File: config.mk
export PLATFORM = sky130hd
export DESIGN_NAME = sliding_window_arq_sender_top
export DESIGN_NICKNAME = d
export VERILOG_FILES = /design/src/swarq_pkg.sv /design/src/swarq_ram.sv /design/src/swarq_regs.sv /design/src/swarq_ctrl.sv /design/src/sliding_window_arq_sender_top.sv
export SDC_FILE = /design/constraint.sdc
export NUM_CORES = 1
export LEC_CHECK = 0
export ABC_AREA = 1
export BUFFER_PORTS_ARGS = -buffer_cell sky130_fd_sc_hd__buf_2
export CORE_ASPECT_RATIO = 1.25
export CORE_MARGIN = 1.5
export CORE_UTILIZATION = 61
export DETAILED_ROUTE_END_ITERATION = 10
export PLACE_DENSITY = 0.83
export SLEW_MARGIN = 20
export SYNTH_ARGS = -nofsm -noshare
export SYNTH_HDL_FRONTEND = slang
export SYNTH_HIERARCHICAL = 1
export SYNTH_SLANG_ARGS = --single-unit
File: constraint.sdc
create_clock -name i_clk -period 4.9 [get_ports i_clk]
set_input_delay 0.245 -clock i_clk [delete_from_list [all_inputs] [get_ports i_clk]]
set_output_delay 0.245 -clock i_clk [all_outputs]
set_load 0.05 [all_outputs]
File: src/swarq_pkg.sv
// Shared types and constants for the sliding-window ARQ sender.
// Used by the register block, the sequencer and the top level.
package swarq_pkg;

    // Ring of frame lengths
    localparam int QUEUE_DEPTH = 16;
    localparam int QA_W        = $clog2(QUEUE_DEPTH);

    // Window limits and results per request
    localparam int MAX_WINDOW  = 8;
    localparam int MAX_RESULTS = 8;
    localparam int CNT_W       = $clog2(MAX_RESULTS + 1);

    // Field widths
    localparam int SEQ_W  = 16;
    localparam int LEN_W  = 7;
    localparam int WIN_W  = 4;
    localparam int CMD_W  = 2;
    localparam int KIND_W = 2;

    // Special values
    localparam logic [SEQ_W-1:0] SEQ_RESTART    = SEQ_W'(1);
    localparam logic [SEQ_W-1:0] SEQ_LIMIT      = {SEQ_W{1'b1}};
    localparam logic [WIN_W-1:0] WINDOW_RESET   = WIN_W'(4);
    localparam logic [WIN_W-1:0] WINDOW_MIN     = WIN_W'(1);

    // Configuration port
    localparam int APB_AW = 3;
    localparam int APB_DW = 32;

    typedef enum logic [0:0] {
        REG_WINDOW    = 1'b0,
        REG_SELECTIVE = 1'b1
    } t_reg;

    typedef enum logic [CMD_W-1:0] {
        CMD_SEND    = 2'd0,
        CMD_CTRL    = 2'd1,
        CMD_TIMEOUT = 2'd2
    } t_cmd;

    typedef enum logic [KIND_W-1:0] {
        KIND_DATA = 2'd0,
        KIND_ACK  = 2'd1,
        KIND_NAK  = 2'd2
    } t_kind;

    typedef struct packed {
        logic [WIN_W-1:0] window;
        logic             selective;
    } t_cfg;

endpackage

File: src/swarq_ram.sv
// Generic single-write, single-read synchronous RAM with registered read data.
// No dependencies.
module swarq_ram #(
    parameter int WIDTH = 8,
    parameter int DEPTH = 16,
    localparam int AW = (DEPTH > 1) ? $clog2(DEPTH) : 1
) (
    input  logic             i_clk,
    input  logic             i_wr_en,
    input  logic [AW-1:0]    i_wr_addr,
    input  logic [WIDTH-1:0] i_wr_data,
    input  logic             i_rd_en,
    input  logic [AW-1:0]    i_rd_addr,
    output logic [WIDTH-1:0] o_rd_data
);

    logic [WIDTH-1:0] r_mem [DEPTH];
    logic [WIDTH-1:0] r_rd_data;

    always_ff @(posedge i_clk) begin
        if (i_wr_en) begin
            r_mem[i_wr_addr] <= i_wr_data;
        end
        // read data holds until the next read
        if (i_rd_en) begin
            r_rd_data <= r_mem[i_rd_addr];
        end
    end

    assign o_rd_data = r_rd_data;

endmodule

File: src/swarq_regs.sv
// APB-style configuration registers: window size and selective-repeat mode.
// Depends on swarq_pkg.
module swarq_regs
    import swarq_pkg::*;
(
    input  logic              i_clk,
    input  logic              i_rst_n,
    input  logic              psel,
    input  logic              penable,
    input  logic              pwrite,
    input  logic [APB_AW-1:0] paddr,
    input  logic [APB_DW-1:0] pwdata,
    output logic [APB_DW-1:0] prdata,
    output logic              pready,
    output t_cfg              o_cfg
);

    t_cfg r_cfg, n_cfg;
    t_reg w_reg;
    logic w_wr;

    assign w_reg  = t_reg'(paddr[APB_AW-1:2]);
    assign w_wr   = psel & penable & pwrite;
    assign pready = 1'b1;

    // register write
    always_comb begin
        n_cfg = r_cfg;
        if (w_wr) begin
            unique case (w_reg)
                REG_WINDOW:    n_cfg.window    = pwdata[WIN_W-1:0];
                REG_SELECTIVE: n_cfg.selective = pwdata[0];
                default:       n_cfg = r_cfg;
            endcase
        end
    end

    always_ff @(posedge i_clk) begin
        if (!i_rst_n) begin
            r_cfg.window    <= WINDOW_RESET;
            r_cfg.selective <= 1'b0;
        end else begin
            r_cfg <= n_cfg;
        end
    end

    // read back
    always_comb begin
        unique case (w_reg)
            REG_WINDOW:    prdata = APB_DW'(r_cfg.window);
            REG_SELECTIVE: prdata = APB_DW'(r_cfg.selective);
            default:       prdata = '0;
        endcase
    end

    assign o_cfg = r_cfg;

endmodule

File: src/swarq_ctrl.sv
// Window counters and transmit sequencer: decodes each request, updates the
// counters, reads stored lengths one per cycle unless the receiver stalls,
// fills the output register. Uses swarq_pkg; drives the swarq_ram length ring.
module swarq_ctrl
    import swarq_pkg::*;
(
    input  logic              i_clk,
    input  logic              i_rst_n,
    input  t_cfg              i_cfg,
    // request side
    input  logic              i_valid,
    output logic              o_ready,
    input  logic [CMD_W-1:0]  i_cmd,
    input  logic [SEQ_W-1:0]  i_seq,
    input  logic [SEQ_W-1:0]  i_ack,
    input  logic [KIND_W-1:0] i_kind,
    input  logic [LEN_W-1:0]  i_len,
    // length ring
    output logic              o_wr_en,
    output logic [QA_W-1:0]   o_wr_addr,
    output logic [LEN_W-1:0]  o_wr_data,
    output logic              o_rd_en,
    output logic [QA_W-1:0]   o_rd_addr,
    input  logic [LEN_W-1:0]  i_rd_data,
    // result side
    output logic              o_valid,
    input  logic              i_ready,
    output logic [SEQ_W-1:0]  o_frame,
    output logic [LEN_W-1:0]  o_len,
    output logic              o_last
);

    typedef enum logic [2:0] {
        S_IDLE  = 3'b001,
        S_CHECK = 3'b010,
        S_LOAD  = 3'b100
    } t_state;

    typedef enum logic [1:0] {
        M_RELEASE = 2'd0,
        M_RANGE   = 2'd1,
        M_SINGLE  = 2'd2
    } t_mode;

    t_state r_state, n_state;
    t_mode  r_mode,  n_mode;
    logic [SEQ_W-1:0] r_base, n_base;
    logic [SEQ_W-1:0] r_sl,   n_sl;
    logic [SEQ_W-1:0] r_qe,   n_qe;
    logic [SEQ_W-1:0] r_cur,  n_cur;
    logic [CNT_W-1:0] r_cnt,  n_cnt;
    logic [SEQ_W-1:0] r_pframe, n_pframe;
    logic             r_ovalid, n_ovalid;
    logic [SEQ_W-1:0] r_oframe, n_oframe;
    logic [LEN_W-1:0] r_olen,   n_olen;
    logic             r_olast,  n_olast;

    logic             w_accept;
    logic             w_restart;
    logic [SEQ_W-1:0] w_a_base, w_a_sl, w_a_qe;
    logic             w_send_ok, w_ack_ok, w_nak_ok;
    logic [SEQ_W-1:0] w_nak_f;
    logic [SEQ_W-1:0] w_win;
    logic             w_more;
    logic [SEQ_W-1:0] w_next_frame;
    logic             w_load_ok;
    logic             w_issue;

    assign o_ready  = (r_state == S_IDLE);
    assign w_accept = i_valid & o_ready;

    // effective window: zero acts as one, clamp at the maximum
    always_comb begin
        if (i_cfg.window < WINDOW_MIN) begin
            w_win = SEQ_W'(WINDOW_MIN);
        end else if (SEQ_W'(i_cfg.window) > SEQ_W'(MAX_WINDOW)) begin
            w_win = SEQ_W'(MAX_WINDOW);
        end else begin
            w_win = SEQ_W'(i_cfg.window);
        end
    end

    // request decode against current counters
    assign w_restart = (t_cmd'(i_cmd) == CMD_SEND) && (i_seq == SEQ_RESTART);
    assign w_a_base  = w_restart ? '0 : r_base;
    assign w_a_sl    = w_restart ? '0 : r_sl;
    assign w_a_qe    = w_restart ? '0 : r_qe;
    assign w_send_ok = ((w_a_qe - w_a_base) < SEQ_W'(QUEUE_DEPTH)) && (w_a_qe != SEQ_LIMIT);
    assign w_ack_ok  = (t_kind'(i_kind) == KIND_ACK) && (i_ack > r_base) && (i_ack <= r_sl);
    assign w_nak_f   = i_ack - SEQ_W'(1);
    assign w_nak_ok  = (t_kind'(i_kind) == KIND_NAK) && i_cfg.selective
                       && (w_nak_f >= r_base) && (w_nak_f < r_sl);

    // is there another frame to transmit for this request
    always_comb begin
        unique case (r_mode)
            M_RELEASE: w_more = (r_sl < r_qe) && ((r_sl - r_base) < w_win);
            M_RANGE:   w_more = (r_cur < r_sl);
            M_SINGLE:  w_more = (r_cnt == '0);
            default:   w_more = 1'b0;
        endcase
        w_more = w_more && (r_cnt < CNT_W'(MAX_RESULTS));
    end

    assign w_next_frame = (r_mode == M_RELEASE) ? r_sl : r_cur;
    assign w_load_ok    = (r_state == S_LOAD) && (!r_ovalid || i_ready);
    assign w_issue      = ((r_state == S_CHECK) || w_load_ok) && w_more;

    // ring ports: writes only at accept, reads only while sequencing
    assign o_wr_en   = w_accept && (t_cmd'(i_cmd) == CMD_SEND) && w_send_ok;
    assign o_wr_addr = w_a_qe[QA_W-1:0];
    assign o_wr_data = i_len;
    assign o_rd_en   = w_issue;
    assign o_rd_addr = w_next_frame[QA_W-1:0];

    // sequencer
    always_comb begin
        n_state  = r_state;
        n_mode   = r_mode;
        n_base   = r_base;
        n_sl     = r_sl;
        n_qe     = r_qe;
        n_cur    = r_cur;
        n_cnt    = r_cnt;
        n_pframe = r_pframe;
        n_ovalid = r_ovalid;
        n_oframe = r_oframe;
        n_olen   = r_olen;
        n_olast  = r_olast;

        // result taken
        if (r_ovalid && i_ready) begin
            n_ovalid = 1'b0;
        end

        unique case (r_state)
            S_IDLE: begin
                if (w_accept) begin
                    n_cnt = '0;
                    unique case (t_cmd'(i_cmd))
                        CMD_SEND: begin
                            n_base = w_a_base;
                            n_sl   = w_a_sl;
                            n_qe   = w_a_qe;
                            if (w_send_ok) begin
                                n_qe    = w_a_qe + SEQ_W'(1);
                                n_mode  = M_RELEASE;
                                n_state = S_CHECK;
                            end
                        end
                        CMD_CTRL: begin
                            if (w_ack_ok) begin
                                n_base  = i_ack;
                                n_mode  = M_RELEASE;
                                n_state = S_CHECK;
                            end else if (w_nak_ok) begin
                                n_cur   = w_nak_f;
                                n_mode  = M_SINGLE;
                                n_state = S_CHECK;
                            end
                        end
                        CMD_TIMEOUT: begin
                            if (!i_cfg.selective) begin
                                n_cur   = r_base;
                                n_mode  = M_RANGE;
                                n_state = S_CHECK;
                            end
                        end
                        default: n_state = S_IDLE;
                    endcase
                end
            end
            S_CHECK: begin
                n_state = w_more ? S_LOAD : S_IDLE;
            end
            S_LOAD: begin
                if (w_load_ok) begin
                    n_ovalid = 1'b1;
                    n_oframe = r_pframe;
                    n_olen   = i_rd_data;
                    n_olast  = !w_more;
                    n_state  = w_more ? S_LOAD : S_IDLE;
                end
            end
            default: n_state = S_IDLE;
        endcase

        // a read was issued: advance the frame pointer
        if (w_issue) begin
            n_pframe = w_next_frame;
            n_cnt    = r_cnt + CNT_W'(1);
            if (r_mode == M_RELEASE) begin
                n_sl = r_sl + SEQ_W'(1);
            end else begin
                n_cur = r_cur + SEQ_W'(1);
            end
        end
    end

    always_ff @(posedge i_clk) begin
        if (!i_rst_n) begin
            r_state  <= S_IDLE;
            r_mode   <= M_RELEASE;
            r_base   <= '0;
            r_sl     <= '0;
            r_qe     <= '0;
            r_cnt    <= '0;
            r_ovalid <= 1'b0;
        end else begin
            r_state  <= n_state;
            r_mode   <= n_mode;
            r_base   <= n_base;
            r_sl     <= n_sl;
            r_qe     <= n_qe;
            r_cnt    <= n_cnt;
            r_ovalid <= n_ovalid;
        end
    end

    // payload, no reset
    always_ff @(posedge i_clk) begin
        r_cur    <= n_cur;
        r_pframe <= n_pframe;
        r_oframe <= n_oframe;
        r_olen   <= n_olen;
        r_olast  <= n_olast;
    end

    assign o_valid = r_ovalid;
    assign o_frame = r_oframe;
    assign o_len   = r_olen;
    assign o_last  = r_olast;

    // counters keep their order
    a_order: assert property (@(posedge i_clk) disable iff (!i_rst_n)
        (r_base <= r_sl) && (r_sl <= r_qe))
        else $error("window counters out of order");

    // never more frames queued than the ring holds
    a_ring: assert property (@(posedge i_clk) disable iff (!i_rst_n)
        (r_qe - r_base) <= SEQ_W'(QUEUE_DEPTH))
        else $error("length ring overfilled");

    // result count per request stays bounded
    a_cnt: assert property (@(posedge i_clk) disable iff (!i_rst_n)
        r_cnt <= CNT_W'(MAX_RESULTS))
        else $error("too many results for one request");

    // the load stage always follows a read
    a_load: assert property (@(posedge i_clk) disable iff (!i_rst_n)
        (r_state == S_LOAD) |-> $past(w_issue) || $past(r_state == S_LOAD))
        else $error("load without a pending read");

    // no ring write while a request is being sequenced
    a_wr: assert property (@(posedge i_clk) disable iff (!i_rst_n)
        o_wr_en |-> (r_state == S_IDLE) && !o_rd_en)
        else $error("ring write overlaps sequencing");

endmodule

File: src/sliding_window_arq_sender_top.sv
// Sliding-window ARQ sender: top level with stream ports and APB config port.
// Depends on swarq_pkg, swarq_ram, swarq_regs and swarq_ctrl.
//
// Usage:
//   Requests enter on the s_axis channel: tuser carries the command (send,
//   received control frame, timeout) and the received frame kind; tdata
//   carries sequence number, ack/NAK number and frame length. Each request
//   yields zero to eight results on m_axis, each the number of a frame to
//   transmit and its stored length; tlast marks the final one for a request.
//   The first result passes the check state and a read of the length ring
//   before it reaches the output register; further results follow one per
//   cycle while the receiver takes them. A request yields at most 8 results
//   and reads the single read port of the length ring once per result.
//   A request that yields no result stays idle or passes only the check state.
//   The next request is taken while the last result still waits in the
//   output register. A stalled receiver holds the output register and
//   pauses the ring reads; nothing is lost.
//   Reset clears the three window counters, sets window 4 and go-back-N;
//   the ring contents are left as they are (only queued frames are read).
//   Configure window_size at 0x0 and selective_mode at 0x4 while idle.
module sliding_window_arq_sender_top
    import swarq_pkg::*;
(
    input  logic              i_clk,
    input  logic              i_rst_n,
    // config port
    input  logic              psel,
    input  logic              penable,
    input  logic              pwrite,
    input  logic [APB_AW-1:0] paddr,
    input  logic [APB_DW-1:0] pwdata,
    output logic [APB_DW-1:0] prdata,
    output logic              pready,
    // request stream
    input  logic              s_axis_tvalid,
    output logic              s_axis_tready,
    input  logic [39:0]       s_axis_tdata,  // seq_number, ack_number, frame_length, pad
    input  logic [3:0]        s_axis_tuser,  // command, rx_kind
    // result stream
    output logic              m_axis_tvalid,
    input  logic              m_axis_tready,
    output logic [23:0]       m_axis_tdata,  // frame_number, tx_length, pad
    output logic              m_axis_tlast
);

    t_cfg             w_cfg;
    logic             w_wr_en;
    logic [QA_W-1:0]  w_wr_addr;
    logic [LEN_W-1:0] w_wr_data;
    logic             w_rd_en;
    logic [QA_W-1:0]  w_rd_addr;
    logic [LEN_W-1:0] w_rd_data;
    logic [SEQ_W-1:0] w_frame;
    logic [LEN_W-1:0] w_len;

    swarq_regs u_regs (
        .i_clk   (i_clk),
        .i_rst_n (i_rst_n),
        .psel    (psel),
        .penable (penable),
        .pwrite  (pwrite),
        .paddr   (paddr),
        .pwdata  (pwdata),
        .prdata  (prdata),
        .pready  (pready),
        .o_cfg   (w_cfg)
    );

    // frame length ring
    swarq_ram #(
        .WIDTH (LEN_W),
        .DEPTH (QUEUE_DEPTH)
    ) u_ring (
        .i_clk     (i_clk),
        .i_wr_en   (w_wr_en),
        .i_wr_addr (w_wr_addr),
        .i_wr_data (w_wr_data),
        .i_rd_en   (w_rd_en),
        .i_rd_addr (w_rd_addr),
        .o_rd_data (w_rd_data)
    );

    swarq_ctrl u_ctrl (
        .i_clk     (i_clk),
        .i_rst_n   (i_rst_n),
        .i_cfg     (w_cfg),
        .i_valid   (s_axis_tvalid),
        .o_ready   (s_axis_tready),
        .i_cmd     (s_axis_tuser[1:0]),
        .i_seq     (s_axis_tdata[15:0]),
        .i_ack     (s_axis_tdata[31:16]),
        .i_kind    (s_axis_tuser[3:2]),
        .i_len     (s_axis_tdata[38:32]),
        .o_wr_en   (w_wr_en),
        .o_wr_addr (w_wr_addr),
        .o_wr_data (w_wr_data),
        .o_rd_en   (w_rd_en),
        .o_rd_addr (w_rd_addr),
        .i_rd_data (w_rd_data),
        .o_valid   (m_axis_tvalid),
        .i_ready   (m_axis_tready),
        .o_frame   (w_frame),
        .o_len     (w_len),
        .o_last    (m_axis_tlast)
    );

    assign m_axis_tdata = {1'b0, w_len, w_frame};

endmodule
== Yosys cells after proc, flatten, opt, wreduce, memory -nomap -nowiden ==
Memory sizes are Yosys's and may differ from the RTL's. A register that Yosys moved wholly into a read port is not among the register bits.
Index checks and enable logic that the tools add are counted.

* Reductions and logical operators: 33
* Shift-type cells: 0
* Bitwise gates (word level): 4
* Add/subtract/negate cells: 7
* Div/mod/pow operators: 0
* Equality and inequality tests: 20
* Magnitude comparators: 11
* Multipliers: 0
* Mux-type cells: 46

{| class="wikitable"
|+ Operators with widths
! cell !! count
|-
| two-way mux 16 bit || 19
|-
| < comparator 16 bit || 4
|-
| case mux 16 bit (2 select lines) || 2
|-
| case mux 32 bit (2 select lines) || 1
|-
| adder 16 x 1 -> 16 bit, second input constant || 3
|-
| subtractor 16 bit || 2
|-
| two-way mux 3 bit || 7
|-
| case mux 3 bit (3 select lines) || 2
|-
| equality test 16 x 1 -> 1 bit, second input constant || 1
|-
| >= comparator 16 bit || 1
|-
| greater-than comparator 16 bit || 1
|-
| <= comparator 16 bit || 1
|-
| < comparator 16 x 5 -> 1 bit, second input constant || 1
|-
| two-way mux 4 bit || 4
|-
| inequality test 16 bit, second input constant || 1
|-
| subtractor 16 x 1 -> 16 bit, second input constant || 1
|-
| logical AND 1 bit || 14
|-
| two-way mux 2 bit || 4
|-
| AND reduction 2 bit || 4
|-
| equality test 2 x 1 -> 1 bit, second input constant || 3
|-
| equality test 2 bit, second input constant || 3
|-
| inequality test 2 x 1 -> 1 bit, second input constant || 3
|-
| inequality test 3 bit, second input constant || 2
|-
| case mux 2 bit (3 select lines) || 1
|-
| 24 further kinds || 36
|}

* Bits in read-only memories: 0
* Output and inout port bits: 60
* Latch bits: 0
* Bits of input ports: 86
* Logic and storage cells: 136
* Memories: 1
* Flip-flop bits (word level): 119
* Bits in writable memories: 112

{| class="wikitable"
|+ Memory list
! name !! words !! width !! read ports !! clocked after Yosys merged registers in !! write ports !! RTL line !! RTL
|-
| u_ring.r_mem || 16 || 7 || 1 || 1 || 1 || swarq_ram.sv:17 || <nowiki>logic [WIDTH-1:0] r_mem [DEPTH];</nowiki>
|}

== Depth between registers and ports, before layout ==
Gate-level depths: netlist of run 1.

* Depth in word-level cells: 11
* Gate-level depth with buffers: 31

== Hierarchy ==
The synthesis of run 1 kept the hierarchy.

{| class="wikitable"
|+ Modules (own cells, without submodules)
! module !! instances !! cells an instance !! area each (um^2) !! seq. area each (um^2)
|-
| swarq_ctrl || 1 || 1,557 || 10,488.8 || 2,682.6
|-
| swarq_ram || 1 || 487 || 5,102.4 || 3,573.4
|-
| swarq_regs || 1 || 74 || 496.7 || 100.1
|-
| sliding_window_arq_sender_top || 1 || 2 || 11.3 || 0.0
|}

== Worst setup path before layout of run 1 ==
OpenSTA, ideal clock, no wires.

* Path kind: input to register
* From: in s_axis_tuser[0]
* To: mem u_ring/r_mem[2][0] (netlist bit) (enable)
* Cell stages on the path: 24
* Library setup time: 360 ps
* Arrival: 3,921 ps
* Slack: 619 ps
* Path buffers: 3
* Data required time: 4,540 ps
* Cells stage by stage: inv_1 -> ha_1 -> inv_2 -> nor2_2 -> nand2_1 -> nor2_4 -> nand3_4 -> buf_6 -> buf_2 -> clkbuf_1 -> nand2_1 -> ha_1 -> a21o_1 -> a31oi_1 -> nor2_1 -> a2111oi_0 -> nand3_1 -> nand2_1 -> nand3_1 -> nor2_4 -> nand2_1 -> inv_1 -> nand3_1 -> nor2_1

* Longest elaborated chain between the ends: 9
* Elaborated cells between the ends (all ways): 12
* Those cells by class: 1 x add/sub; 1 x order compare; 1 x eq/ne; 4 x mux; 5 x reduce/logical

{| class="wikitable"
|+ RTL lines
! item !! RTL line !! RTL
|-
| from (decl) || sliding_window_arq_sender_top.sv:38 || <nowiki>input logic [3:0] s_axis_tuser,</nowiki>
|-
| zero test 2 bit * || swarq_ctrl.sv:84, swarq_ctrl.sv:110 ||
|-
| logical AND 1 bit || swarq_ctrl.sv:84 || <nowiki>assign w_restart = (t_cmd'(i_cmd) == CMD_SEND) && (i_seq == SEQ_RESTART);</nowiki>
|-
| two-way mux 16 bit (on tied branches) || swarq_ctrl.sv:87, swarq_ctrl.sv:85 ||
|-
| subtractor 16 bit || swarq_ctrl.sv:88 || <nowiki>assign w_send_ok = ((w_a_qe - w_a_base) < SEQ_W'(QUEUE_DEPTH)) && (w_a_qe != SEQ_LIMIT);</nowiki>
|-
| < comparator 16 x 5 -> 1 bit || swarq_ctrl.sv:88 ||
|-
| logical AND 1 bit || swarq_ctrl.sv:88 ||
|-
| logical AND 1 bit * || swarq_ctrl.sv:110 || <nowiki>assign o_wr_en = w_accept && (t_cmd'(i_cmd) == CMD_SEND) && w_send_ok;</nowiki>
|-
| via w_wr_en || sliding_window_arq_sender_top.sv:47 || <nowiki>logic w_wr_en;</nowiki>
|-
| two-way mux 1 bit * || swarq_ram.sv:21 || <nowiki>if (i_wr_en) begin</nowiki>
|-
| two-way mux 1 bit (not written as such) * || swarq_ram.sv:22 || <nowiki>r_mem[i_wr_addr] <= i_wr_data;</nowiki>
|-
| to (decl) || swarq_ram.sv:17 ||
|}

Mark *: on every way through the listed nets, which the timed path passes. The rest lies on a longest branch.

== Worst setup path after layout of run 1 ==
* From: reg u_ctrl.r_sl[0]
* To: reg u_ctrl.r_cur[12]

* Longest elaborated chain between the ends: 9
* Elaborated cells between the ends (all ways): 19
* Those cells by class: 1 x add/sub; 5 x order compare; 8 x mux; 5 x reduce/logical

{| class="wikitable"
|+ RTL lines
! item !! RTL line !! RTL
|-
| from (decl) || swarq_ctrl.sv:48 || <nowiki>logic [SEQ_W-1:0] r_sl, n_sl;</nowiki>
|-
| from (signal assigned) || swarq_ctrl.sv:213 || <nowiki>r_sl <= n_sl;</nowiki>
|-
| branches (longest 8 deep; another with subtractor 16 bit) || - ||
|-
| two-way mux 16 bit * || swarq_ctrl.sv:189 || <nowiki>if (w_issue) begin</nowiki>
|-
| via u_ctrl.n_cur[12] || swarq_ctrl.sv:50 || <nowiki>logic [SEQ_W-1:0] r_cur, n_cur;</nowiki>
|-
| to (signal assigned) || swarq_ctrl.sv:222 || <nowiki>r_cur <= n_cur;</nowiki>
|-
| to (decl) || swarq_ctrl.sv:50 ||
|}

Mark *: on every way through the listed nets, which the timed path passes.
A chain may end at the register's enable or synchronous reset.

==> flow_summary_export.csv, run 1 <==
group,metric,value,unit
status,outcome,"finished clean",
layout,multi_input_area,0.00810,sq mm
routing,dr.pass1.iters,8,
setup_path,critPathCaptureType,"register",
pwr,power,0.00550,W
layout,antenna_cells,0,
synth,yosysSeqAreaShare,39.5,%
synth,synth_seq_cells,238,
setup_path,reg2reg_from,"u_ctrl/r_sl[0]",
grt,grt_overflow_total,0,
pwr,max-vdd-ir-drop,0.000285,V
clocking,clk_path_buf_depth,3,
synth,synth_flop_cell,"edfxtp_1",
placement,portBuffers,84,
synth,synth_cells,2120,
clocking,ctsHtreeMaxLevel,1,
sta,slew_violations,0,
layout,syn2layout_area_growth,8.84,%
grt,antenna_found_initial,0,
setup_path,crit_type,"reg -> reg",
grt,grt.total_usage,32.1,%
floorplanning,pin_count,146,
clocking,cts_root_buffer,"clkbuf_16",
floorplanning,die-area,0.0274,sq mm
floorplanning,std_cell_rows,66,
layout,ff_latch_area,0.00636,sq mm
placement,gp_congestion,0.993,
sta,hold_viol_final,0,
layout,layout.cells.most_common_list,"nand2_1, inv_1, nand3_1",
setup_path,regToRegEndpoint,"u_ctrl/r_cur[12]",
routing,route.vias.total,14800,
layout,final_nets,2404,
layout,drive_gt1_share,9.04,%
routing,wirelength,44400,um
sta,fmax,0.242,GHz
synth,yosys_warnings,6,
setup_path,crit_fanout,31,
setup_path,cp-start-kind,"register",
clocking,clk_latency,0.51,ns
setup_path,ff2ff_setup_slack,0.76,ns
placement,dpl.hpwl,32700,um
sta,setup_viol,0,
sta,skew,0.0102,ns
clocking,clock_sinks,238,
placement,dp_slack,0.357,ns
sta,fin_ws,0.761,ns
routing,ant_nets,0,
synth,avgSynthCellArea,7.59,sq um
layout,fillerInstances,2148,
sta,worst-slew-pin-transition,0.954,ns
setup_path,crit_start,"u_ctrl/r_sl[0]",
sta,min_period,4.14,ns
floorplanning,die_y,185,um
grt,grt_start_max_net_pins,59,
layout,layout_commonest_cell,"nand2_1",
setup_path,worstPathRequired,5.27,ns
floorplanning,die_w,148,um
routing,avgRoutedWirePerCell,17.5,um
sta,rsz0062_at_grt,"false",
floorplanning,design.core.area,0.0260,sq mm
setup_path,crit_arrival,4.51,ns
pwr,power.density,314,mW/mm^2
sta,slew_headroom,36.3,%
clocking,cts_tree,"built",
synth,synth_area,0.0161,sq mm
pwr,p_leak,7.99,nW
run,cap_violations,0,
synth,async_flop_share,0,%
grt,grt_pass1_wl,69000,um
routing,route.detailed.drc,0,
setup_path,endpoint,"u_ctrl/r_cur[12]",
synth,ys_types,52,
clocking,cts_made_buffers,23,
routing,drt_iter0_drc,1341,
layout,final_core_util,67.4,%
clocking,clk_pin_slew,0.07,ns
grt,grt_pass1_vias,14100,
synth,synth_edf_count,159,
routing,via_per_inst,5.83,
sta,setup_tns,0,ns
setup_path,worstRegToRegCells,23,
sta,post-route-period-util,84.5,%
floorplanning,initial_core_util,61.9,%
min_path,hold_path.class,"in -> reg",
worst max-delay path: stages, from the launching register on:
cell     delay (ns)
dfxtp_1        0.38
inv_1          0.30
ha_1           0.22
inv_1          0.06
fa_1           0.40
nand3_1        0.09
nand2_1        0.12
inv_1          0.08
nor2_1         0.04
nor2_1         0.19
inv_1          0.07
nand3_1        0.07
nand2_1        0.08
xor2_1         0.14
nor2_1         0.14
nand2_1        0.08
nor2_1         0.14
nand4_1        0.28
nand2_1        0.19
nand3_2        0.09
buf_4          0.23
nor2_1         0.13
buf_4          0.30
o21ai_0        0.17
stage by stage:
| stage | cells | hold WS (ns) | cell area [sq um] |
|---|---|---|---|
| floorplan | 2147 | 0.330 | 16200 |
| global placement | 2500 | 0.402 | 16700 |
| detailed placement | 2500 | 0.406 | 16700 |
| CTS | 2542 | 0.0348 | 17500 |
| global route | 2542 | 0.0466 | 17500 |
| finish | 2542 | 0.0551 | 17500 |
per-layer routing:
metal / GRT usage (%) / routed length, um
met2: 57.6 / 22000
met1: 36.9 / 16300
met3: 3.56 / 3560
met4: 18.8 / 2630
met5: 0 / 0
cell usage after synthesis (4+ instances only):
library cell	n	area (sq um)
nor2_4	4	45.0
clkbuf_1	39	146
buf_4	47	353
nand3_1	192	961
inv_2	9	33.8
ha_1	131	1640
a21o_1	4	30.0
o211ai_1	20	150
nor2_1	184	691
nand2_1	481	1810
o21ai_0	131	656
xnor2_1	5	43.8
edfxtp_1	159	4770
o31ai_1	6	45.0
nand2_2	4	25.0
nand3b_1	4	30.0
inv_1	299	1120
o22ai_1	12	75.1
a31oi_1	10	62.6
nor3_1	27	135
a211oi_1	5	37.5
nand3_2	6	60.1
dfxtp_1	79	1580
xor2_1	31	272
nand4_1	30	188
o21ai_1	6	30.0
nor2_2	7	43.8
buf_2	15	75.1
a21oi_1	130	651
flip-flops by register name, indices dropped and copies added, names as in the netlist:
name              flops
u_ctrl/o_last         1
u_ctrl/o_frame       16
u_ctrl/o_valid        1
u_ctrl/r_state        3
u_ctrl/r_cnt          4
u_ctrl/r_cur         16
u_ctrl/r_mode         2
u_ctrl/r_pframe      16
u_ctrl/o_len          7
u_ring/o_rd_data      7
u_ring/r_mem        112
u_regs/o_cfg          5
u_ctrl/r_base        16
u_ctrl/r_qe          16
u_ctrl/r_sl          16
worst min path at each step:
stage                         endpoint                start  slack (ns)  cells past startpoint
floorplan              u_regs/o_cfg[3]              i_rst_n        0.33                      1
global placement    u_ctrl/o_frame[11]  u_ctrl/r_pframe[11]        0.40                      0
detailed placement  u_ctrl/o_frame[12]  u_ctrl/r_pframe[12]        0.41                      0
finish                u_ctrl/r_base[1]     s_axis_tdata[17]        0.06                      3
CTS                   u_ctrl/r_base[1]     s_axis_tdata[17]        0.03                      3
global route          u_ctrl/r_base[1]     s_axis_tdata[17]        0.05                      3
layout make-up:
type	count	area share (%)
Clock inverter	13	0.935
Inverter	308	6.60
Multi-Input combinational cell	1494	46.2
Sequential cell	238	36.3
Tap cell	340	2.43
Clock buffer	28	3.56
Timing Repair Buffer	121	4.00
timing repair:
| item | CTS | global route |
|---|---|---|
| setup buffers | 0 | 0 |
| endpoints found under the hold margin | 1 | 0 |
| gates resized for setup | 0 | 0 |
| hold buffers | 1 | 0 |
report_power, final:
group	switching (W)	internal (W)	total [W]
Sequential	0.000105	0.00221	0.00232
Combinational	0.000886	0.000432	0.00132
Clock	0.000782	0.00108	0.00186
cells by family (layout without fill, tap and decap cells):
group	count (synthesis)	count (layout)	synth area share, %
compound gates	342	342	11.8
xor+xnor	36	36	1.96
fa+ha+maj	132	132	10.3
buf+inv	415	470	11.0
flops	238	238	39.5
other cells	3	30	0.0699
simple gates	954	954	25.4
No activity file was read; power rests on OpenSTA's default activity.
==> run 2, diff against run 1 <==
--- a/config.mk
+++ b/config.mk
@@ -9,9 +9,9 @@
 export BUFFER_PORTS_ARGS = -buffer_cell sky130_fd_sc_hd__buf_2
 export CORE_ASPECT_RATIO = 1.25
 export CORE_MARGIN = 1.5
-export CORE_UTILIZATION = 61
+export CORE_UTILIZATION = 55
 export DETAILED_ROUTE_END_ITERATION = 10
-export PLACE_DENSITY = 0.83
+export PLACE_DENSITY = 0.79
 export SLEW_MARGIN = 20
 export SYNTH_ARGS = -nofsm -noshare
 export SYNTH_HDL_FRONTEND = slang
==> constraint.sdc (replaced) <==
create_clock -name i_clk -period 3.5 [get_ports i_clk]
set_input_delay 0.175 -clock i_clk [delete_from_list [all_inputs] [get_ports i_clk]]
set_output_delay 0.175 -clock i_clk [all_outputs]
set_load 0.05 [all_outputs]
==> run 2 against run 1 <==
  * The run now ends with negative setup slack left
  * Total power rose by 46%
  * Routed wire length grew 6.1%
  * Highest routed layer unchanged
  * Non-clock buffer count grew 138
  * Cell count up 7.5%
==> flow_summary_export.csv, run 2 (same netlist as run 1, synthesis figures left out) <==
group,metric,value,unit
pwr,power,0.00804,W
placement,gp_congestion,0.945,
floorplanning,die_w,156,um
sta,worst-slew-pin-transition,0.961,ns
floorplanning,die-area,0.0303,sq mm
pwr,max-vdd-ir-drop,0.000378,V
clocking,cts_root_buffer,"clkbuf_16",
grt,grt_start_max_net_pins,58,
status,violations,"negative setup slack",
floorplanning,initial_core_util,56.3,%
clocking,cts_made_buffers,24,
floorplanning,die_y,194,um
run,cap_violations,0,
sta,slew_violations,0,
min_path,worstHoldEndpoint,"u_ctrl/o_valid",
clocking,clk_latency,0.52,ns
routing,drt_iter0_drc,1179,
sta,fin_ws,-0.0516,ns
layout,antenna_cells,0,
pwr,power.density,417,mW/mm^2
routing,route.vias.total,15300,
layout,final_core_util,67.5,%
pwr,p_leak,8.76,nW
setup_path,regToRegEndpoint,"u_ctrl/r_base[2]",
setup_path,crit_fanout,5,
routing,route.detailed.drc,0,
routing,dr.pass1.iters,6,
layout,largest_reg_flops,112,
clocking,ctsHtreeMaxLevel,1,
min_path,hold_depth,4,
sta,setup_viol,6,
placement,dp_cells,2679,
setup_path,crit_slowest_cell,"or2_4",
grt,grt_overflow_total,0,
sta,min_period,3.55,ns
floorplanning,std_cell_rows,69,
sta,rsz0062_at_grt,"true",
grt,antenna_found_initial,0,
setup_path,crit_top_cell,"nor2_1",
min_path,hold_path.class,"in -> reg",
sta,skew,0.0170,ns
layout,layout.cells.most_common_list,"nand2_1, inv_1, nand3_1",
grt,grt_pass1_vias,14500,
min_path,min-delay-start,"m_axis_tready",
setup_path,crit_arrival,3.99,ns
routing,ant_nets,0,
layout,layout_commonest_cell,"nand2_1",
layout,largest_register,"u_ring/r_mem",
setup_path,ff2ff_setup_slack,0.05,ns
status,outcome,"complete, but fails checks",
floorplanning,pin_count,146,
floorplanning,design.core.area,0.0286,sq mm
setup_path,crit_type,"in -> reg",
clocking,clk_pin_slew,0.06,ns
layout,syn2layout_area_growth,19.7,%
layout,drive_gt1_share,17.8,%
setup_path,worstPathRequired,3.94,ns
setup_path,cpPeakStageDelay,0.27,ns
routing,avgRoutedWirePerCell,17.2,um
sta,post-route-period-util,101,%
grt,grt.total_usage,30.1,%
clocking,cts_tree,"built",
sta,hold_viol_final,0,
sta,whs,0.00679,ns
routing,via_per_inst,5.59,
sta,fmax,0.282,GHz
sta,slew_headroom,35.9,%
placement,dpl.hpwl,35200,um
routing,wirelength,47100,um
clocking,clk_path_buf_depth,3,
setup_path,crit_start,"s_axis_tdata[19]",
grt,grt_pass1_wl,72100,um
setup_path,critPathCaptureType,"register",
layout,final_nets,2543,
placement,portBuffers,84,
layout,fin_cells,2733,
clocking,clock_sinks,238,
setup_path,worstRegToRegCells,16,
setup_path,reg2reg_from,"u_ctrl/r_sl[1]",
setup_path,cp-start-kind,"input pin",
run 2: cell count changes in the layout (fill, tap and decap cells not counted), moves of 10 or more:
cell     change
buf_4      +126
nand2_1     -15
nand3_1     -10
nor2_1      -22
nor2_4      +18
o21ai_0     -33
o21ai_1     +29
run 2: metal layers:
layer	track usage [%]	share of wire, %
met2	54.5	50
met4	15.0	5.8
met5	0	0
met1	34.9	38
met3	3.02	6.0
run 2: worst max path at each step:
stage                     slack, ns  cells after the start                  end
after floorplan               -0.10                     24  u_ring/r_mem[10][0]
after global placement        -0.35                     31    u_ctrl/r_state[0]
after detailed placement      -0.46                     30      u_ctrl/r_cur[2]
after CTS                      0.03                     19  u_ring/o_rd_data[2]
after global routing          -0.29                     29      u_ctrl/r_cur[1]
final                         -0.05                     31    u_ctrl/r_state[1]
run 2: timing repair:
action	CTS	global route
setup endpoints to repair	0	174
resized for setup	0	92
setup buffers	0	3
endpoints found under the hold margin	3	0
hold buffers	3	0
run 2: per-stage QoR:
stage | TNS, ns | worst slack (ns) | cell area, sq um
after floorplan | -10.13 | -0.101 | 16500
after detailed placement | -40.91 | -0.455 | 18100
after global placement | -27.31 | -0.347 | 18100
after CTS | 0 | 0.0285 | 18900
after global routing | -5.24 | -0.293 | 19300
final | -0.178 | -0.0516 | 19300
run 2: worst max-delay path: cells and delay by family:
family,cells,cell delay [ns]
buf+inv,6,0.58
simple gates,20,2.38
fa+ha+maj,1,0.22
compound gates,3,0.45
xor+xnor,1,0.20
run 2: where the power goes:
part / internal (W) / leakage, nW / switching (W)
combinational: 0.000790 / 6.28 / 0.00134
clock: 0.00150 / 0.404 / 0.00117
sequential: 0.00310 / 2.07 / 0.000148
run 2: layout make-up:
cell class                 instances  area [sq um]
sequential                       238          6360
clock buffer                      26           639
timing repair buffer             259          1880
clock inverter                    18           184
fill                            2319          9300
tap                              390           488
multi-input combinational       1494          8540
inverter                         308          1190
==> run 3, diff against run 2 <==
--- a/config.mk
+++ b/config.mk
@@ -5,7 +5,7 @@
 export SDC_FILE = /design/constraint.sdc
 export NUM_CORES = 1
 export LEC_CHECK = 0
-export ABC_AREA = 1
+export ABC_AREA = 0
 export BUFFER_PORTS_ARGS = -buffer_cell sky130_fd_sc_hd__buf_2
 export CORE_ASPECT_RATIO = 1.25
 export CORE_MARGIN = 1.5
==> run 3 against run 2 <==
  * The run still ends with negative setup slack left
  * Sequential share of layout area shrank 0.77 points
  * Sequential power is essentially flat
  * Worst hold slack gained 0.032 ns
  * Routed wire length grew 4.1%
  * Largest power group unchanged
  * Combinational power shrank 25%
  * Cell count shrank 21%
==> flow_summary_export.csv, run 3 <==
group,metric,value,unit
synth,ys_types,92,
grt,grt_pass1_vias,13300,
synth,synth_area,0.0154,sq mm
synth,yosysSeqAreaShare,41.3,%
layout,fillerInstances,1909,
routing,route.detailed.drc,0,
pwr,power.density,384,mW/mm^2
floorplanning,initial_core_util,55.9,%
clocking,clk_latency,0.54,ns
synth,synth_area_leader_cell,"edfxtp_1",
sta,fin_ws,-0.472,ns
floorplanning,die_w,153,um
synth,synth_commonest_cells,"edfxtp_1, nand2_1, ha_1, dfxtp_1, nor2_1",
routing,wirelength,49100,um
sta,fmax,0.252,GHz
synth,yosys_warnings,6,
grt,grt_pass1_wl,73000,um
setup_path,crit_type,"in -> reg",
setup_path,critPathCaptureType,"register",
routing,via_per_inst,6.35,
pwr,power,0.00760,W
clocking,cts_root_buffer,"clkbuf_16",
setup_path,ff2ff_setup_slack,-0.22,ns
synth,yosysMostFrequentCell,"edfxtp_1",
setup_path,crit_slowest_cell,"or3b_4",
setup_path,path_delay_family,"simple AND/OR/NAND/NOR gates",
setup_path,cp-start-kind,"input pin",
floorplanning,std_cell_rows,68,
setup_path,worstPathRequired,3.76,ns
sta,setup_viol,161,
synth,synth_top_area_share,31.0,%
sta,slew_headroom,34.6,%
setup_path,cpPeakStageDelay,0.47,ns
setup_path,crit_fanout,7,
setup_path,critPathBufInv,6,
synth,async_flop_share,0,%
layout,largest_reg_flops,112,
floorplanning,die_y,190,um
pwr,max-vdd-ir-drop,0.000475,V
floorplanning,pin_count,146,
synth,synth_seq_cells,238,
layout,antenna_cells,0,
clocking,clk_pin_slew,0.07,ns
sta,slew_violations,0,
placement,gp_congestion,0.961,
grt,grt.total_usage,32.5,%
routing,route.vias.total,13700,
status,violations,"negative setup slack",
setup_path,crit_arrival,4.23,ns
layout,multi_input_area,0.00915,sq mm
routing,avgRoutedWirePerCell,22.8,um
status,outcome,"complete, but fails checks",
synth,synth_edf_count,159,
sta,worst-slew-pin-transition,0.980,ns
placement,portBuffers,84,
synth,avgSynthCellArea,10.3,sq um
placement,dpl.hpwl,34900,um
floorplanning,design.core.area,0.0276,sq mm
sta,skew,0.00878,ns
clocking,clk_path_buf_depth,3,
synth,ys_top_cells_by_area,"edfxtp_1, ha_1, dfxtp_1, nand2_1, mux4_1",
sta,hold_viol_final,0,
layout,largest_register,"u_ring/r_mem",
layout,ff_latch_area,0.00636,sq mm
pwr,p_leak,7.84,nW
layout,drive_gt1_share,31.4,%
layout,layout.cells.most_common_list,"buf_4, edfxtp_1, nand2_1",
layout,layout_commonest_cell,"buf_4",
layout,final_nets,2000,
clocking,cts_tree,"built",
run,cap_violations,0,
clocking,ctsHtreeMaxLevel,1,
synth,synth_cells,1489,
clocking,cts_made_buffers,25,
synth,synth_flop_cell,"edfxtp_1",
placement,dp_slack,-1.29,ns
routing,dr.pass1.iters,8,
sta,post-route-period-util,113,%
routing,ant_nets,0,
routing,drt_iter0_drc,1008,
grt,grt_overflow_total,0,
sta,rsz0062_at_grt,"true",
min_path,hold_path.class,"in -> reg",
floorplanning,die-area,0.0290,sq mm
clocking,clock_sinks,238,
sta,min_period,3.97,ns
grt,grt_start_max_net_pins,70,
setup_path,cp_cell_sequence,"buf_8, inv_6, ha_4, nor4b_4, nand4_1, buf_4, nor2_4, buf_12, nor2_4, ha_4, buf_4, nand2_4, nor2_1, or4_4, o41a_1, a22oi_2, and3b_1, nand4_1, nor2_2, or3b_4, nor2_2, buf_6",
grt,antenna_found_initial,0,
layout,syn2layout_area_growth,28.4,%
## run 3: cell count changes in the layout (fill, tap and decap cells not counted), moves of 49 or more
cell	delta
nand2_1	-341
inv_1	-229
nand3_1	-133
nor2_1	-105
a21oi_1	-67
buf_4	+49
## run 3: kinds of logic after synthesis
family	count (synthesis)	share of synthesized area, %
xor+xnor	48	2.73
compound gates	336	15.4
mux	72	7.52
buf+inv	174	5.64
fa+ha+maj	132	10.8
simple gates	486	16.6
flops	238	41.3
other cells	3	0.0731
## run 3: where the power goes
group,internal (W),switching (W),leakage (nW)
registers,0.00306,0.000172,2.10
clock network,0.00162,0.00117,0.427
logic,0.000718,0.000860,5.32
## run 3: per-stage QoR
step / TNS, ns / hold slack [ns] / utilization, % / cell area (sq um) / std cells
2_1_floorplan: -87.18 / 0.317 / - / 15900 / 1516
3_3_place_gp: -138.08 / 0.401 / 64.2 / 17700 / 2054
3_5_place_dp: -153.90 / 0.405 / 64.2 / 17700 / 2054
4_1_cts: -32.03 / 0.0132 / 69.7 / 19200 / 2135
5_1_grt: -58.02 / 0.0226 / 71.7 / 19800 / 2151
6_report: -44.43 / 0.0391 / 71.7 / 19800 / 2151
## run 3: final cells by class
cell class,count,area share [%]
Clock buffer,33,3.65
Inverter,69,1.42
Timing Repair Buffer,344,13.5
Sequential cell,238,32.2
Multi-Input combinational cell,1104,46.3
Clock inverter,13,0.741
Tap cell,350,2.22
## run 3: path summary, 6_finish.rpt
path	start	cells after the start	endpoint
setup / recovery	s_axis_tuser[0]	22	u_ring/r_mem[1][2]
hold / removal	s_axis_tdata[19]	4	u_ctrl/r_base[3]
setup reg to reg	u_ctrl/r_qe[10]	15	u_ring/r_mem[1][2]
hold reg to reg	u_ring/o_rd_data[3]	0	u_ctrl/o_len[3]
## run 3: per-layer routing
| layer | vias up | track usage [%] | routed length (um) |
|---|---|---|---|
| li1 | 6147 | - | - |
| met1 | 6599 | 36.8 | 17800 |
| met2 | 691 | 56.0 | 23800 |
| met3 | 230 | 4.44 | 3250 |
| met4 | 0 | 24.1 | 4190 |
| met5 | - | 0 | 0 |
## run 3: worst min-delay path: cells and delay by family
family | cells | cell delay, ns
buffers and inverters | 2 | 0.20
and+or+nand+nor | 1 | 0.10
AOI/OAI and AO/OA | 1 | 0.07
## run 3: timing repair
action	4_1_cts	5_1_grt
gates cloned	3	1
setup endpoints to repair	190	193
gates resized for setup	76	105
pin swaps	39	47
endpoints found under the hold margin	6	0
buffers inserted	26	20
hold buffers	7	0
